===== config.mk =====
export PLATFORM = sky130hd
export DESIGN_NAME = pid_controller_antiwindup_flat
export DESIGN_NICKNAME = d
export VERILOG_FILES = /design/src/hw/rtl/pidaw_pkg.sv /design/src/hw/rtl/pidaw_in_if.sv /design/src/hw/rtl/pidaw_out_if.sv /design/src/hw/rtl/pid_controller_antiwindup.sv /design/src/flat_wrapper.sv
export SDC_FILE = /design/constraint.sdc
export NUM_CORES = 2
export LEC_CHECK = 0
export CAP_MARGIN = 20
export CORE_MARGIN = 5
export CORE_UTILIZATION = 45
export DETAILED_ROUTE_END_ITERATION = 10
export DONT_BUFFER_PORTS = 1
export GPL_ROUTABILITY_DRIVEN = 0
export SLEW_MARGIN = 20
export SYNTH_ARGS = -nofsm -noshare
export SYNTH_HDL_FRONTEND = slang
export SYNTH_SLANG_ARGS = --single-unit

===== constraint.sdc =====
create_clock -name i_clk -period 9.3 [get_ports i_clk]
set_clock_uncertainty 0.1 [all_clocks]
set_input_delay 1.86 -clock i_clk [delete_from_list [all_inputs] [get_ports i_clk]]
set_output_delay 1.86 -clock i_clk [all_outputs]
set_load 0.02 [all_outputs]

===== src/hw/rtl/pidaw_pkg.sv =====
// pidaw_pkg: shared types and constants of the pid controller with anti-windup
// word layouts of both channels, register indexes and reset values
// no dependencies
package pidaw_pkg;

    // data word format, signed fixed point
    localparam int DataW      = 32;
    localparam int FracBits   = 16;
    localparam int PeriodFrac = 16;

    // configuration port
    localparam int CfgIdxW  = 3;
    localparam int CfgDataW = 32;

    // register widths
    localparam int PeriodW = 16;
    localparam int WlimW   = 31;
    localparam int AlphaW  = 17;

    // unity weight of the derivative filter
    localparam logic [AlphaW-1:0] AlphaOne = AlphaW'(65536);

    // register reset values
    localparam logic signed [DataW-1:0] PropGainRst  = 32'sd65536;
    localparam logic signed [DataW-1:0] IntegGainRst = 32'sd0;
    localparam logic signed [DataW-1:0] DerivGainRst = 32'sd0;
    localparam logic [PeriodW-1:0]      PeriodRst    = 16'd655;
    localparam logic [WlimW-1:0]        WlimRst      = 31'd655360;
    localparam logic [AlphaW-1:0]       AlphaRst     = 17'd65536;
    localparam logic signed [DataW-1:0] DriveMinRst  = -32'sd6553600;
    localparam logic signed [DataW-1:0] DriveMaxRst  = 32'sd6553600;

    // register indexes
    typedef enum logic [CfgIdxW-1:0] {
        CFG_PROP_GAIN  = 3'd0,
        CFG_INTEG_GAIN = 3'd1,
        CFG_DERIV_GAIN = 3'd2,
        CFG_PERIOD     = 3'd3,
        CFG_WINDUP     = 3'd4,
        CFG_ALPHA      = 3'd5,
        CFG_DRIVE_MIN  = 3'd6,
        CFG_DRIVE_MAX  = 3'd7
    } t_cfg_idx;

    // one sample word
    typedef struct packed {
        logic signed [DataW-1:0] target;
        logic signed [DataW-1:0] measured;
        logic                    start_req;
    } t_in_word;

    // one result word
    typedef struct packed {
        logic signed [DataW-1:0] drive;
        logic signed [DataW-1:0] err_value;
        logic                    clamped;
    } t_out_word;

endpackage


===== src/hw/rtl/pidaw_in_if.sv =====
// pidaw_in_if: valid/ready channel that carries sample words
// depends on pidaw_pkg
interface pidaw_in_if;
    logic                 valid;
    logic                 ready;
    pidaw_pkg::t_in_word  data;

    modport source (output valid, output data, input ready);
    modport sink   (input valid, input data, output ready);
endinterface


===== src/hw/rtl/pidaw_out_if.sv =====
// pidaw_out_if: valid/ready channel that carries result words
// depends on pidaw_pkg
interface pidaw_out_if;
    logic                 valid;
    logic                 ready;
    pidaw_pkg::t_out_word data;

    modport source (output valid, output data, input ready);
    modport sink   (input valid, input data, output ready);
endinterface


===== src/hw/rtl/pid_controller_antiwindup.sv =====
// pid_controller_antiwindup: positional pid controller, q16.16, integral clamp
// depends on pidaw_pkg, pidaw_in_if, pidaw_out_if
//
// channel   dir  modport  word fields
// i_smp     in   sink     target, measured, start_req
// o_res     out  source   drive, err_value, clamped
// cfg       in   -        i_cfg_we, i_cfg_idx, i_cfg_data (write only)
//
// each sample runs from acceptance to the result register through the error and
// difference steps, then the five products pass one after another through a
// single 32x32 multiplier (operand, multiply, round, accumulate steps each),
// then the clamp and output steps. i_smp.ready is high only when idle, so a
// new sample is taken only once the previous one has left the output step.
// the result register lets the next sample enter while a result waits.
// synchronous active-low reset restores register defaults and clears state.
module pid_controller_antiwindup (
    input  logic                                  i_clk,
    input  logic                                  i_rst_n,
    input  logic                                  i_cfg_we,
    input  logic [pidaw_pkg::CfgIdxW-1:0]         i_cfg_idx,
    input  logic [pidaw_pkg::CfgDataW-1:0]        i_cfg_data,
    pidaw_in_if.sink                              i_smp,
    pidaw_out_if.source                           o_res
);

    typedef enum logic [3:0] {
        ST_IDLE,
        ST_ERR,
        ST_DIFF,
        ST_OPS,
        ST_MUL,
        ST_RND,
        ST_ACC,
        ST_CLAMP,
        ST_OUT
    } t_state;

    typedef enum logic [2:0] {
        STEP_INTEG,
        STEP_FILT,
        STEP_PROP,
        STEP_INTGAIN,
        STEP_DERIV
    } t_step;

    // saturate a grown sum to one data word
    function automatic logic signed [31:0] sat_dw(input logic signed [33:0] v);
        logic signed [33:0] hi;
        logic signed [33:0] lo;
        hi = 34'sh0_7FFF_FFFF;
        lo = -34'sh0_8000_0000;
        if (v > hi) begin
            return 32'sh7FFF_FFFF;
        end else if (v < lo) begin
            return 32'sh8000_0000;
        end
        return v[31:0];
    endfunction

    // magnitude of a 33-bit signed value, known to fit 32 bits
    function automatic logic [31:0] mag33(input logic signed [32:0] v);
        logic signed [32:0] n;
        n = -v;
        return v[32] ? n[31:0] : v[31:0];
    endfunction

    // configuration registers
    logic signed [31:0] r_kp, r_ki, r_kd, r_dmin, r_dmax;
    logic [pidaw_pkg::PeriodW-1:0] r_period;
    logic [pidaw_pkg::WlimW-1:0]   r_wlim;
    logic [pidaw_pkg::AlphaW-1:0]  r_alpha;

    // sequencer and datapath registers
    t_state             r_state;
    t_step              r_step;
    logic signed [31:0] r_target, r_measured;
    logic               r_start;
    logic signed [31:0] r_err, r_diff, r_integ, r_last, r_df;
    logic [31:0]        r_opa, r_opb;
    logic               r_neg, r_prod_neg;
    logic [63:0]        r_prod;
    logic signed [31:0] r_term;
    logic signed [33:0] r_sum;
    logic signed [31:0] r_raw, r_drive;
    logic               r_clamped;
    pidaw_pkg::t_out_word r_out;
    logic               r_out_valid;

    // combinational helpers
    logic signed [32:0] n_a, n_b;
    logic [pidaw_pkg::AlphaW-1:0] w_alpha;
    logic [64:0]        w_rsum;
    logic [48:0]        w_res, w_limit, w_resc;
    logic signed [32:0] w_tpos, w_term;
    logic signed [31:0] w_integ_sat, w_wlim, w_nwlim, w_dhi;

    // configuration writes
    always_ff @(posedge i_clk) begin
        if (!i_rst_n) begin
            r_kp     <= pidaw_pkg::PropGainRst;
            r_ki     <= pidaw_pkg::IntegGainRst;
            r_kd     <= pidaw_pkg::DerivGainRst;
            r_period <= pidaw_pkg::PeriodRst;
            r_wlim   <= pidaw_pkg::WlimRst;
            r_alpha  <= pidaw_pkg::AlphaRst;
            r_dmin   <= pidaw_pkg::DriveMinRst;
            r_dmax   <= pidaw_pkg::DriveMaxRst;
        end else if (i_cfg_we) begin
            unique case (pidaw_pkg::t_cfg_idx'(i_cfg_idx))
                pidaw_pkg::CFG_PROP_GAIN:  r_kp     <= i_cfg_data;
                pidaw_pkg::CFG_INTEG_GAIN: r_ki     <= i_cfg_data;
                pidaw_pkg::CFG_DERIV_GAIN: r_kd     <= i_cfg_data;
                pidaw_pkg::CFG_PERIOD:     r_period <= i_cfg_data[pidaw_pkg::PeriodW-1:0];
                pidaw_pkg::CFG_WINDUP:     r_wlim   <= i_cfg_data[pidaw_pkg::WlimW-1:0];
                pidaw_pkg::CFG_ALPHA:      r_alpha  <= i_cfg_data[pidaw_pkg::AlphaW-1:0];
                pidaw_pkg::CFG_DRIVE_MIN:  r_dmin   <= i_cfg_data;
                pidaw_pkg::CFG_DRIVE_MAX:  r_dmax   <= i_cfg_data;
                default: ;
            endcase
        end
    end

    // filter weight above unity acts as unity
    assign w_alpha = (r_alpha > pidaw_pkg::AlphaOne) ? pidaw_pkg::AlphaOne : r_alpha;

    // operand select for the shared multiplier
    always_comb begin
        unique case (r_step)
            STEP_INTEG: begin
                n_a = 33'(r_err);
                n_b = $signed({17'b0, r_period});
            end
            STEP_FILT: begin
                n_a = $signed({16'b0, w_alpha});
                n_b = 33'(r_diff) - 33'(r_df);
            end
            STEP_PROP: begin
                n_a = 33'(r_kp);
                n_b = 33'(r_err);
            end
            STEP_INTGAIN: begin
                n_a = 33'(r_ki);
                n_b = 33'(r_integ);
            end
            STEP_DERIV: begin
                n_a = 33'(r_kd);
                n_b = 33'(r_df);
            end
            default: begin
                n_a = '0;
                n_b = '0;
            end
        endcase
    end

    // round magnitude to nearest, saturate, then apply sign
    always_comb begin
        w_rsum  = {1'b0, r_prod} + 65'(1 << (pidaw_pkg::FracBits - 1));
        w_res   = w_rsum[64:pidaw_pkg::FracBits];
        w_limit = r_prod_neg ? 49'h0_8000_0000 : 49'h0_7FFF_FFFF;
        w_resc  = (w_res > w_limit) ? w_limit : w_res;
        w_tpos  = $signed({1'b0, w_resc[31:0]});
        w_term  = r_prod_neg ? -w_tpos : w_tpos;
    end

    // integral update with windup bound
    always_comb begin
        w_wlim      = $signed({1'b0, r_wlim});
        w_nwlim     = -w_wlim;
        w_integ_sat = sat_dw(34'(r_integ) + 34'(r_term));
    end

    // upper drive bound first, then lower
    assign w_dhi = (r_raw > r_dmax) ? r_dmax : r_raw;

    // sequencer, datapath and result register
    always_ff @(posedge i_clk) begin
        if (!i_rst_n) begin
            r_state     <= ST_IDLE;
            r_step      <= STEP_INTEG;
            r_integ     <= '0;
            r_last      <= '0;
            r_df        <= '0;
            r_out_valid <= 1'b0;
        end else begin
            if (r_out_valid && o_res.ready && (r_state != ST_OUT)) begin
                r_out_valid <= 1'b0;
            end
            unique case (r_state)
                ST_IDLE: begin
                    if (i_smp.valid) begin
                        r_target   <= i_smp.data.target;
                        r_measured <= i_smp.data.measured;
                        r_start    <= i_smp.data.start_req;
                        if (i_smp.data.start_req) begin
                            r_integ <= '0;
                            r_last  <= '0;
                            r_df    <= '0;
                        end
                        r_state <= ST_ERR;
                    end
                end
                ST_ERR: begin
                    r_err   <= sat_dw(34'(r_target) - 34'(r_measured));
                    r_state <= ST_DIFF;
                end
                ST_DIFF: begin
                    r_diff  <= r_start ? 32'sd0 : sat_dw(34'(r_err) - 34'(r_last));
                    r_last  <= r_err;
                    r_step  <= STEP_INTEG;
                    r_state <= ST_OPS;
                end
                ST_OPS: begin
                    r_opa   <= mag33(n_a);
                    r_opb   <= mag33(n_b);
                    r_neg   <= n_a[32] ^ n_b[32];
                    r_state <= ST_MUL;
                end
                ST_MUL: begin
                    r_prod     <= r_opa * r_opb;
                    r_prod_neg <= r_neg;
                    r_state    <= ST_RND;
                end
                ST_RND: begin
                    r_term  <= w_term[31:0];
                    r_state <= ST_ACC;
                end
                ST_ACC: begin
                    unique case (r_step)
                        STEP_INTEG: begin
                            if (w_integ_sat > w_wlim) begin
                                r_integ <= w_wlim;
                            end else if (w_integ_sat < w_nwlim) begin
                                r_integ <= w_nwlim;
                            end else begin
                                r_integ <= w_integ_sat;
                            end
                        end
                        STEP_FILT:    r_df  <= sat_dw(34'(r_df) + 34'(r_term));
                        STEP_PROP:    r_sum <= 34'(r_term);
                        STEP_INTGAIN: r_sum <= r_sum + 34'(r_term);
                        STEP_DERIV:   r_raw <= sat_dw(r_sum + 34'(r_term));
                        default: ;
                    endcase
                    if (r_step == STEP_DERIV) begin
                        r_state <= ST_CLAMP;
                    end else begin
                        r_step  <= t_step'(r_step + 3'd1);
                        r_state <= ST_OPS;
                    end
                end
                ST_CLAMP: begin
                    r_drive   <= (w_dhi < r_dmin) ? r_dmin : w_dhi;
                    r_clamped <= ((w_dhi < r_dmin) ? r_dmin : w_dhi) != r_raw;
                    r_state   <= ST_OUT;
                end
                ST_OUT: begin
                    if (!r_out_valid || o_res.ready) begin
                        r_out.drive     <= r_drive;
                        r_out.err_value <= r_err;
                        r_out.clamped   <= r_clamped;
                        r_out_valid     <= 1'b1;
                        r_state         <= ST_IDLE;
                    end
                end
                default: r_state <= ST_IDLE;
            endcase
        end
    end

    // channel outputs
    assign i_smp.ready = (r_state == ST_IDLE);
    assign o_res.valid = r_out_valid;
    assign o_res.data  = r_out;

endmodule


===== src/flat_wrapper.sv =====
// flat-port wrapper written by rule: the top's interface ports become plain ports
module pid_controller_antiwindup_flat 
  (i_clk, i_rst_n, i_cfg_we, i_cfg_idx, i_cfg_data, i_smp_valid, i_smp_data, i_smp_ready, o_res_valid, o_res_data, o_res_ready);
  pidaw_in_if i_smp_i ();
  pidaw_out_if o_res_i ();
  input  logic i_clk;
  input  logic i_rst_n;
  input  logic i_cfg_we;
  input  logic [pidaw_pkg::CfgIdxW-1:0] i_cfg_idx;
  input  logic [pidaw_pkg::CfgDataW-1:0] i_cfg_data;
  input wire logic [$bits(i_smp_i.valid)-1:0] i_smp_valid;
  input wire logic [$bits(i_smp_i.data)-1:0] i_smp_data;
  output wire logic [$bits(i_smp_i.ready)-1:0] i_smp_ready;
  output wire logic [$bits(o_res_i.valid)-1:0] o_res_valid;
  output wire logic [$bits(o_res_i.data)-1:0] o_res_data;
  input wire logic [$bits(o_res_i.ready)-1:0] o_res_ready;
  assign i_smp_i.valid = i_smp_valid;
  assign i_smp_i.data = i_smp_data;
  assign i_smp_ready = i_smp_i.ready;
  assign o_res_valid = o_res_i.valid;
  assign o_res_data = o_res_i.data;
  assign o_res_i.ready = o_res_ready;
  pid_controller_antiwindup u_core (.i_clk(i_clk), .i_rst_n(i_rst_n), .i_cfg_we(i_cfg_we), .i_cfg_idx(i_cfg_idx), .i_cfg_data(i_cfg_data), .i_smp(i_smp_i), .o_res(o_res_i));
endmodule

---- Yosys cells after proc, flatten, opt, wreduce, memory -nomap -nowiden ----
Cells that the tools add are included.
operators by class
  add/subtract/negate cells ............... 12
  multipliers ............................. 1
  magnitude comparators ................... 16
  equality and inequality tests ........... 27
  mux-type cells .......................... 64
  bitwise gates (word level) .............. 1
  reductions and logical operators ........ 34
operators with widths
  kind                      number
  $mux W32                  28
  $pmux W33 S5              2
  $pmux W32 S2              3
  $gt A34 B32 Y1 const B    5
  $lt A34 B32 Y1 const B    5
  $sub A32 B32 Y33          3
  $neg A32 Y32              3
  $pmux W34 S2              1
  $add A32 B32 Y33          2
  $add A64 B16 Y65 const B  1
  $gt A32 B32 Y1            2
  $lt A32 B32 Y1            2
  $mul A32 B32 Y64          1
  $gt A49 B32 Y1            1
  $pmux W4 S9               1
  $add A34 B32 Y34          1
  $ne A32 B32 Y1            1
  $neg A31 Y32              1
  $reduce_and A2 Y1         16
  $mux W1                   23
  $gt A17 B17 Y1 const B    1
  $mux W17                  1
  $eq A4 B3 Y1 const B      4
  $eq A3 B3 Y1 const B      5
  21 further kinds          42
word-level totals
  bits in registers ....................... 783
  word-level logic and storage cells ...... 187

---- Longest topological paths before layout ----
  depth after elaboration ................. 10
  depth in mapped cells ................... 31

---- Least setup slack after synthesis ----
OpenSTA, ideal clock, no wires.
  path kind ............................... register to register
  start point ............................. register u_core.r_opb[8]
  end point ............................... register u_core.r_prod[63], data pin
  library setup time ...................... 260 ps
  arrival time ............................ 7606 ps
  path slack .............................. 1334 ps
  stages on the path, launching flop included .. 29
  clock period less this slack ............ 7966 ps
  cells stage by stage .................... edfxtp_1 -> clkbuf_1 -> and2_1 -> fa_1 -> fa_1 -> inv_1 -> fa_1 -> fa_1 -> inv_1 -> fa_1 -> fa_1 -> fa_1 -> inv_1 -> fa_1 -> inv_1 -> ha_1 -> and4_1 -> and2_1 -> a221oi_1 -> inv_1 -> o211ai_1 -> a21oi_1 -> a21oi_1 -> o21ai_0 -> a31oi_1 -> o21ai_0 -> o21a_1 -> nor2_1 -> xnor2_1
between the ends
  cells in the longest elaborated chain, start to end .. 1
RTL lines
  item                    line                              RTL
  from (decl)             pid_controller_antiwindup.sv:79   logic [31:0] r_opa, r_opb;
  from (signal assigned)  pid_controller_antiwindup.sv:215  r_opb <= mag33(n_b);
  $mul A32 B32 Y64        pid_controller_antiwindup.sv:220  r_prod <= r_opa * r_opb;
  to (signal assigned)    pid_controller_antiwindup.sv:220
  to (decl)               pid_controller_antiwindup.sv:81   logic [63:0] r_prod;
Every way passes these cells.
A chain may end at the register's enable or synchronous reset.

---- Worst setup path after layout ----
  start point ............................. register u_core.r_opa[23]
  end point ............................... register u_core.r_prod[51], data pin
between the ends
  cells in the longest elaborated chain, start to end .. 1
RTL lines
  item                    line                              RTL
  from (decl)             pid_controller_antiwindup.sv:79
  from (signal assigned)  pid_controller_antiwindup.sv:214  r_opa <= mag33(n_a);
  $mul A32 B32 Y64        pid_controller_antiwindup.sv:220
Every way passes these cells.

==> impl_metrics.env <==
export IMPL_status="finished, final reports clean"
export IMPL_cts_clk_slew_worst_paths_ns=0.06
export IMPL_dpl_hpwl_mm=188.5
export IMPL_synthMostInstantiatedCell="nand2_1"
export IMPL_hold_violations=0
export IMPL_start_util_pct=45.37
export IMPL_worst_hold_path_type="reg -> reg"
export IMPL_finalInstanceArea_um2=85430
export IMPL_synth_nets=10244
export IMPL_ys_flop_type="edfxtp_1"
export IMPL_clk_latency_ns=0.72
export IMPL_yosys_warnings=0
export IMPL_cts_root_buf="clkbuf_16"
export IMPL_syn_avg_cell_area_um2=9.170
export IMPL_rr_startpoint="u_core.r_opa[23]"
export IMPL_cp_num_cells=28
export IMPL_grtUsageMet2_pct=39.39
export IMPL_numClockSinks=768
export IMPL_grt_pass1_vias=60861
export IMPL_slowest_delay_ns=0.63
export IMPL_fin_tns_setup_ns=0
export IMPL_max_freq_mhz=110.6
export IMPL_finalSetupViolCount=0
export IMPL_num_vias=61171
export IMPL_rsz0062_at_grt="no"
export IMPL_peakVddDrop_uv=444.9
export IMPL_numPortBuffers=0
export IMPL_whs_path_depth=0
export IMPL_yosys_area_top_type_share_pct=22.82
export IMPL_syn_area_um2=79030
export IMPL_hp_start="u_core.r_neg"
export IMPL_cts_path_max_buffers=3
export IMPL_r2r_slack_ns=0.26
export IMPL_cts_made_buffers=91
export IMPL_slew_headroom_pct=19.31
export IMPL_rows=153
export IMPL_grt_ovfl_total=0
export IMPL_ys_ff_latch=768
export IMPL_top_usage_layer="met2"
export IMPL_routedWlPerCell_um=22.05
export IMPL_crit_type="reg -> reg"
export IMPL_io_pins=172
export IMPL_layout_nets=10122
export IMPL_final_max_slew_viol_count=0
export IMPL_power_density_nw_per_um2=259.5
export IMPL_slowest_stage="edfxtp_1"
export IMPL_firstDrtPassIters=9
export IMPL_cts_hold_buffers=0
export IMPL_cp_start_kind="register"
export IMPL_fp_dieH_um=429.1
export IMPL_initialDrtViolationCount=5311
export IMPL_cap_violations=0
export IMPL_cts_tree="done"
export IMPL_detail_route_antenna_nets=0
export IMPL_ys_top_cells_by_area="fa_1, edfxtp_1, ha_1"
export IMPL_synth_edf_count=440
export IMPL_largest_reg_flops=65
export IMPL_area_growth_pct=8.095
export IMPL_worstHoldEndpoint="u_core.r_prod_neg"
export IMPL_fillers=16304
export IMPL_worstMarginPinSlew_ns=1.198
export IMPL_cts_max_level=3
export IMPL_synth_area_leader_cell="fa_1"
export IMPL_r2r_end="u_core.r_prod[51]"
export IMPL_grt_max_degree=94
export IMPL_die_area_um2=184100
export IMPL_required_ns=9.62
export IMPL_core_area_um2=174200
export IMPL_seq_area_frac_synth_pct=25.03
export IMPL_synth_async_sr_flop_share_pct=0
export IMPL_synth_commonest_cells="nand2_1, inv_1, fa_1"
export IMPL_path_delay_family="adder cells"
export IMPL_endpoint_kind="register"
export IMPL_drc=0
export IMPL_reg2reg_depth=28
export IMPL_via_per_inst=5.608
export IMPL_dieWidth_um=429.1
export IMPL_synth_cells=8618
export IMPL_met3_usage_pct=5.800
export IMPL_finalCritPeriodShare_pct=97.20
export IMPL_leakagePower_nw=37.61
export IMPL_path_max_fanout=22
export IMPL_finalWirelength_mm=240.5
export IMPL_dpl_cell_area_um2=81600
export IMPL_cpMostUsedCell="fa_1"
export IMPL_cp_buffers_inverters=6
export IMPL_drive_gt1_share_pct=6.753
export IMPL_crit_arrival_ns=9.36
export IMPL_met1_usage_pct=35.66
export IMPL_finalCriticalPeriod_ns=9.039
export IMPL_grt_antenna_before_repair=11
export IMPL_grtUsageTotal_pct=25.71
export IMPL_yosysUniqueCellTypes=104
export IMPL_grt_pass1_wl_mm=369.2
## repair_timing
action | in CTS | in global routing
endpoints found under the setup margin | 0 | 9
gates resized for setup | 0 | 5
buffers inserted | 0 | 60
## report_power, final
part	switching [mW]	internal [mW]	leakage, nW
Combinational	8.30	5.44	29.4
Sequential	0.135	4.40	6.63
Clock	1.62	2.28	1.56
Total	10.1	12.1	37.6
## how the worst max path moves through the flow
stage                     start                 to
3_3_place_gp   u_core.r_opa[14]  u_core.r_prod[63]
5_1_grt        u_core.r_opa[23]  u_core.r_prod[51]
6_report       u_core.r_opa[23]  u_core.r_prod[51]
4_1_cts        u_core.r_opa[14]  u_core.r_prod[63]
3_5_place_dp   u_core.r_opa[14]  u_core.r_prod[63]
2_1_floorplan   u_core.r_opb[8]  u_core.r_prod[63]
## stage by stage
step,hold slack (ns),cells,worst slack [ns],util (%),total power [mW]
6_report,0.3177,10908,0.2606,49.04,22.17
5_1_grt,0.3216,10902,0.01220,49.03,23.85
4_1_cts,0.3169,10838,0.1042,48.71,22.26
3_5_place_dp,0.3045,10667,0.2115,46.84,18.18
3_3_place_gp,0.3031,10667,0.2096,46.84,18.02
2_1_floorplan,0.3003,8618,1.334,-,13.96
## layout by cell type, fill, tap and decap left out, types with 70 or more instances in the layout
| master | synthesis | routed |
|---|---|---|
| nand2_1 | 1298 | 1298 |
| inv_1 | 1253 | 1252 |
| fa_1 | 901 | 901 |
| ha_1 | 620 | 618 |
| a21oi_1 | 561 | 559 |
| and2_1 | 471 | 470 |
| edfxtp_1 | 440 | 440 |
| dfxtp_1 | 328 | 327 |
| o21ai_0 | 265 | 264 |
| nor2_1 | 261 | 253 |
| xnor2_1 | 243 | 237 |
| buf_4 | 8 | 204 |
| a21o_1 | 154 | 154 |
| xor2_1 | 125 | 125 |
| nand3_1 | 106 | 105 |
| clkbuf_16 | 0 | 95 |
| mux2_2 | 93 | 93 |
| nor3_1 | 91 | 84 |
| nand4_1 | 75 | 75 |
| o21a_1 | 70 | 70 |
## logic make-up after synthesis
family	Yosys count	synth area share (%)
AND/OR/NAND/NOR	2580	15.48
XOR/XNOR	368	4.078
buffers and inverters	1686	8.142
AO/OA/AOI/OAI	1579	13.02
adder cells (fa/ha/maj)	1526	32.70
multiplexers	111	1.556
flip-flops	768	25.03
## layout make-up
class	instances	area [um^2]	area share, %
timing repair buffer	217	1702	1.992
clock inverter	54	701.9	0.8217
multi-input combinational	6164	53040	62.09
clock buffer	117	2560	2.997
antenna	9	22.52	0.02636
tap	2325	2909	3.405
sequential	768	19780	23.15
inverter	1254	4712	5.516
## metal layers
layer,vias to the layer above,part of all wire [%],wire (um)
met5,-,0.012,28
met4,4,4.5,10920
met3,434,9.3,22250
met2,2253,44,105100
met1,30260,43,102300
li1,28220,-,-
(Power assumes the default switching activity.)
